--- src/rtl/core/crt_pkg.sv ---
// ----------------------------------------------------------------------------
// crt_pkg
// Shared types and codes for the clip rectangle region table.
// ----------------------------------------------------------------------------
package crt_pkg;

	typedef enum logic [2:0] {
		FN_ADD   = 3'd0,
		FN_SUB   = 3'd1,
		FN_QUERY = 3'd2,
		FN_CLEAR = 3'd3,
		FN_SET   = 3'd4,
		FN_READ  = 3'd5
	} func_t;

	// working edge: covers operand edges with negative sizes
	typedef logic signed [17:0] edge_t;
	// stored edge: -32768 .. 65534
	typedef logic signed [16:0] sedge_t;

	typedef struct packed {
		edge_t x1;
		edge_t y1;
		edge_t x2;
		edge_t y2;
	} rect_t;

	typedef struct packed {
		sedge_t x1;
		sedge_t y1;
		sedge_t x2;
		sedge_t y2;
	} ent_t;

	localparam int unsigned ENT_W = $bits(ent_t);

	function automatic rect_t ent_to_rect(input ent_t e);
		rect_t r;
		r.x1 = edge_t'(e.x1);
		r.y1 = edge_t'(e.y1);
		r.x2 = edge_t'(e.x2);
		r.y2 = edge_t'(e.y2);
		return r;
	endfunction

	function automatic ent_t rect_to_ent(input rect_t r);
		ent_t e;
		e.x1 = r.x1[16:0];
		e.y1 = r.y1[16:0];
		e.x2 = r.x2[16:0];
		e.y2 = r.y2[16:0];
		return e;
	endfunction

	function automatic logic overlap(input rect_t a, input rect_t b);
		return !(a.x2 <= b.x1 || b.x2 <= a.x1 || a.y2 <= b.y1 || b.y2 <= a.y1);
	endfunction

	function automatic logic touch(input rect_t a, input rect_t b);
		return (a.y1 == b.y1 && a.y2 == b.y2 && (a.x2 == b.x1 || b.x2 == a.x1)) ||
			(a.x1 == b.x1 && a.x2 == b.x2 && (a.y2 == b.y1 || b.y2 == a.y1));
	endfunction

	function automatic rect_t hull(input rect_t a, input rect_t b);
		rect_t r;
		r.x1 = (a.x1 < b.x1) ? a.x1 : b.x1;
		r.y1 = (a.y1 < b.y1) ? a.y1 : b.y1;
		r.x2 = (a.x2 > b.x2) ? a.x2 : b.x2;
		r.y2 = (a.y2 > b.y2) ? a.y2 : b.y2;
		return r;
	endfunction

endpackage

--- src/rtl/core/crt_ram.sv ---
// ----------------------------------------------------------------------------
// crt_ram
// Single write port, single registered read port rectangle store.
// ----------------------------------------------------------------------------
module crt_ram #(
	parameter int unsigned DEPTH = 64,
	parameter int unsigned AW    = 6
) (
	input  logic                         clk,
	input  logic                         we,
	input  logic [AW-1:0]                waddr,
	input  logic [crt_pkg::ENT_W-1:0]    wdata,
	input  logic [AW-1:0]                raddr,
	output logic [crt_pkg::ENT_W-1:0]    rdata
);

	logic [crt_pkg::ENT_W-1:0] mem [DEPTH];

	always_ff @(posedge clk) begin
		if (we) begin
			mem[waddr] <= wdata;
		end
		rdata <= mem[raddr];
	end

endmodule

--- config.mk ---
export PLATFORM = sky130hd
export DESIGN_NAME = crt_ram
export DESIGN_NICKNAME = d
export VERILOG_FILES = /design/src/rtl/core/crt_pkg.sv /design/src/rtl/core/crt_ram.sv
export SDC_FILE = /design/constraint.sdc
export NUM_CORES = 2
export LEC_CHECK = 0
export BUFFER_PORTS_ARGS = -buffer_cell sky130_fd_sc_hd__clkbuf_2
export CAP_MARGIN = 10
export CORE_MARGIN = 4
export CORE_UTILIZATION = 30
export CTS_CLUSTER_DIAMETER = 120
export DETAILED_ROUTE_END_ITERATION = 8
export HOLD_SLACK_MARGIN = 0.15
export PLACE_DENSITY = 0.47
export SYNTH_ARGS = -nofsm -noshare
export SYNTH_HDL_FRONTEND = slang
export SYNTH_MEMORY_MAX_BITS = 65536
export SYNTH_SLANG_ARGS = --single-unit
--- constraint.sdc ---
create_clock -name clk -period 7.6 [get_ports clk]
set_clock_uncertainty 0.15 [all_clocks]
set_input_delay 0.38 -clock clk [delete_from_list [all_inputs] [get_ports clk]]
set_output_delay 0.38 -clock clk [all_outputs]
set_load 0.1 [all_outputs]
After elaboration in Yosys (flattened, before gate mapping) --
Memories as Yosys holds them, arrays and structs flattened. A register that Yosys moved wholly into a read port is not among the register bits. Index checks and enable logic that the tools add are counted.
Storage, ports and cells: word-level logic and storage cells 3, output and inout bits 68, bits in writable memories 4352, bits of input ports 82, memories kept 1, bits in registers 0
Cells by class: mux-type cells 2
Memory list:
- mem | words 64, width 68, read ports 1, clocked after Yosys merged registers in 1, wr ports 1, line crt_ram.sv:17 | logic [crt_pkg::ENT_W-1:0] mem [DEPTH];
Operator list (number):
- two-way mux 1 bit | 2

Logic depth before layout (Yosys ltp) --
depth in word-level cells 2, mapped depth 10

Worst setup path before layout --
Ideal clock, no wire load.
path type input port to flip-flop, start point input waddr[3], end point memory mem[48][0] in the netlist's numbering, enable pin, data required time 6.873 ns, data arrival time 5.494 ns, setup slack 1.379 ns, stages on the path 4, path buffers 1, path through clkbuf_1 nor2b_1 nand4b_1 nor3_1
RTL lines:
- start, declared | line crt_ram.sv:11 | input logic [AW-1:0] waddr,
- end, declared | line crt_ram.sv:17
No word-level cell before the write port.

==> metrics list <==
- Run status: complete, no violations
- For the worst-skew pair, the clock arrives at the later sink with an insertion delay of ~1.0 ns.
- Yosys reg bits: 4420
- The min-delay analysis places its worst path in the category in -> reg.
- Final antenna-violating net count: 0
- The final layout contains routed wiring with a total length of between 500 and 600 mm.
- Starting utilization of the core area: 0.3013
- Hold wc startpoint: wdata[55]
- Top achievable clock speed: around 250 MHz
* Family of cells with the greatest summed delay on the critical path: buffers and inverters
* Placeable core region: 549300 um2
- Sw power: between 10000 and 15000 uW
- In this run the worst path has a maximum fanout of ~110.
- In this run the critical register-to-register path is launched from mem[45][37]$_DFFE_PP_.
- In the detailed route, the total length drawn on met3 is between 40 and 50 mm.
- The smallest clock period supported by the final layout is computed as 3.988 ns.
- Met2 Wirelength: 250.9 mm
* TritonCTS clock tree: yes
* Count of distinct cell types in the synthesized netlist: 35
- The initialized floorplan defines ~270 standard-cell rows.
- Worst R2R Path Depth: 5
- Worst Path Arrival: 4.80 ns
- The floorplan step set the die width to 750.8 um.
* CTS root buf: clkbuf_16
* Max transition margin: 0.1655
- The worst setup path is captured at a flop.
* Worst EP required: 8.41 ns
- In the layout the commonest cells are edfxtp_1 (4352), mux4_2 (1031), clkbuf_16 (455).
- Mean instance size in the synthesized netlist: 23.39 um2
- Of the total power, combinational logic draws 0.053.
- Global-route wire length before repair: 711.5 mm
* Count of TritonRoute iterations in the first routing pass: 5
* Cell chain of the critical path: dlygate4sd3_1 -> buf_8 -> buf_12 -> buf_4 -> mux4_2 -> o22ai_1 -> nor4_1 -> o22a_1
- Clk pin slew, worst setup/hold paths: ~0.06 ns
- Setup repair after global routing left no endpoint under its margin.
* Largest net degree at the start of global routing: between 100 and 150
* Overall global routing resource usage: 0.1824
- Dividing total power by cell area gives a power density of 270.2 nW/um2.
- Number of buffers inserted by post-CTS setup repair: 0
- The die covers 563700 um2.
- The worst setup path is of the in -> reg kind.
- The H-tree was split into 5 levels.
- Pint: roughly 40000 uW
- Dividing the detail-routed via count by the number of cells gives 5.310.
- Relative to the synthesized area, the layout overhead comes to 15.88%.
- Share of the yosys chip area belonging to registers: 0.7978
* Met1 Routed Length: 221.5 mm
* End point of the most critical hold path: mem[34][55]$_DFFE_PP_
* Delay of the slowest cell on the worst path: 0.81 ns
* Highest metal layer with signal wires: met5
- The number of antenna violations at the first check in global routing was 66.
* Pins Over Slew Limit: 0
* Max-capacitance violation count: 0
* Clock sink count: 4420
- Post-Syn Nets: 7159
- Switching Share: 0.2218
* Warning count from the yosys run: 0
* Dpl cells: 14310
* Reported leakage power: a little under 0.06 uW
* Worst supply voltage drop on vdd: about 0.22 mV
- In the finished design, the share of the clock period the worst path needs comes to 0.5248.
- The library cell used most frequently in the layout, excluding fill and tap cells, is edfxtp_1.
* R2R Path End: rdata[37]$_DFF_P_
- The worst setup path is launched from an input port.
- After the first detailed-routing iteration, the DRC count stood at 11650.
* Power share of the clock group: 0.423
- Final nets: 7668
- The final route contains 80980 vias.
- Final Instance Count excl. Fillers: 15250
- GPL Wtd Cong: 0.7310
* Hold Violations, Final: 0
* Sum Neg Setup Slack: 0 ns
* Global route overflow: 0
- Drt wl/cell: 34.46 um
* # port buffers: 149
- Measured on the finished design, the core utilization comes to 0.3492.
- Summing every instance area after synthesis gives 165500 um2.
- Total DRC errors in the routed layout: 0
- TritonCTS Buffers: 452
- Sequential power share: 0.524
- During I/O placement, the number of pins put on the boundary was 150.
- Cell with the largest stage delay on the worst path: nor4_1
* Vias in the first global route: 81750
- Setup slack on the worst reg-to-reg path comes out at 5.00 ns.
- Measured along the y axis, the die boundary spans 750.8 um.
- Slew at the pin closest to its max-slew limit: 1.240 ns
* Buffer depth of the longest clock path: 4
- Detailed placement HPWL: 272.3 mm
- Hold Path Stages: 1
- CP Buf/Inv Count: 4
* Layout cells sized above 1: 0.2724
- Number of standard cells after synthesis: 7077
- Final setup violation count: 0
## worst reg2reg max path, cell delays in order, from the launching register on
cell	delay, ns
edfxtp_1	0.36
mux4_2	0.46
nor2b_1	0.14
a211oi_1	0.88
nor3_1	0.24
o22a_1	0.23
## metal layers
| metal | GRT usage | vias to the layer above |
|---|---|---|
| li1 | - | 31690 |
| met1 | 0.2592 | 45030 |
| met2 | 0.2960 | 3542 |
| met3 | 0.02903 | 698 |
| met4 | 0.04051 | 14 |
| met5 | 0 | - |
## repair_timing
| action | in CTS | in global routing |
|---|---|---|
| hold buffers | 36 | 24 |
| endpoints found under the hold margin | 1574 | 1389 |
| resized for setup | 0 | 0 |
## registers in the layout, indices dropped and copies added, names as in the netlist
register / count
rdata: 68
mem: 4352
## per-stage QoR
step	area, um2	worst slack (ns)	hold slack [ns]	power [uW]
global route	191800	3.712	0.1874	53510
finish	191800	3.612	0.2160	51830
global placement	176100	3.205	0.6696	30380
floorplan	165500	1.379	0.3289	29200
CTS	191100	3.825	0.1559	52300
detailed placement	176100	3.213	0.6778	30420
## how the worst max path moves through the flow
stage,end,slack (ns),startpoint,cells after the start
finish,rdata[61]$_DFF_P_,3.61,raddr[1],8
detailed placement,rdata[61]$_DFF_P_,3.21,raddr[1],7
global route,rdata[29]$_DFF_P_,3.71,raddr[2],10
floorplan,mem[48][0]$_DFFE_PP_,1.38,waddr[3],4
global placement,rdata[61]$_DFF_P_,3.21,raddr[1],7
CTS,rdata[17]$_DFF_P_,3.83,raddr[2],8
## cell usage after synthesis
cell      instances  area (um2)
and2_1            3       18.77
nand4_1           2       12.51
o221ai_1         23       201.4
nand4b_1          1       8.760
nor2_1           86       322.8
nand3_1          30       150.1
o22ai_1         370        2315
o22a_1           56       490.5
mux2i_1         130        1301
o211a_1          12       120.1
or2_2             5       31.28
nand3b_1          2       15.01
nor4_1           56       350.3
buf_6            39       439.2
o21ai_0           8       40.04
a22oi_1          60       450.4
or3_1             1       6.260
a211oi_1        108       810.8
or3b_2            1       8.760
inv_1             1       3.750
nor2b_1          84       525.5
a21oi_1          16       80.08
buf_4            68       510.5
a31oi_1          12       75.07
buf_1            38       142.6
clkbuf_1        185       694.4
buf_2            83       415.4
mux4_2         1031       23220
o21ai_1           4       20.02
edfxtp_1       4352      130700
and2b_1           1       7.510
nand2b_1          9       56.30
nand2_1          29       108.9
dfxtp_1          68        1361
nor3_1          103       515.5
## power by group through the flow
stage          clock [uW]  combinational, uW  sequential, uW
3_5_place_dp            0               2720           27700
6_report            21900               2760           27200
2_1_floorplan           0               1250           27900
3_3_place_gp            0               2690           27700
4_1_cts             22400               2750           27200
5_1_grt             23400               2900           27200
## final cells by class
class	count	area (um2)
clock inverter	248	2391
clock buffer	602	12180
tap	7261	9085
inverter	1	6.256
sequential	4420	132000
fill	50620	357500
antenna	8	20.02
multi-input combinational	2243	31870
timing repair buffer	468	4200
## cell families (layout without fill, tap and decap cells)
logic type	Yosys count	after routing	synth area share
AO/OA/AOI/OAI	669	669	0.02781
buffers and inverters	414	1319	0.01333
flip-flops	4420	4420	0.7978
multiplexers	1161	1161	0.1481
other	0	8	0
AND/OR/NAND/NOR	413	413	0.01292
Power figures use the tool's default switching activity.
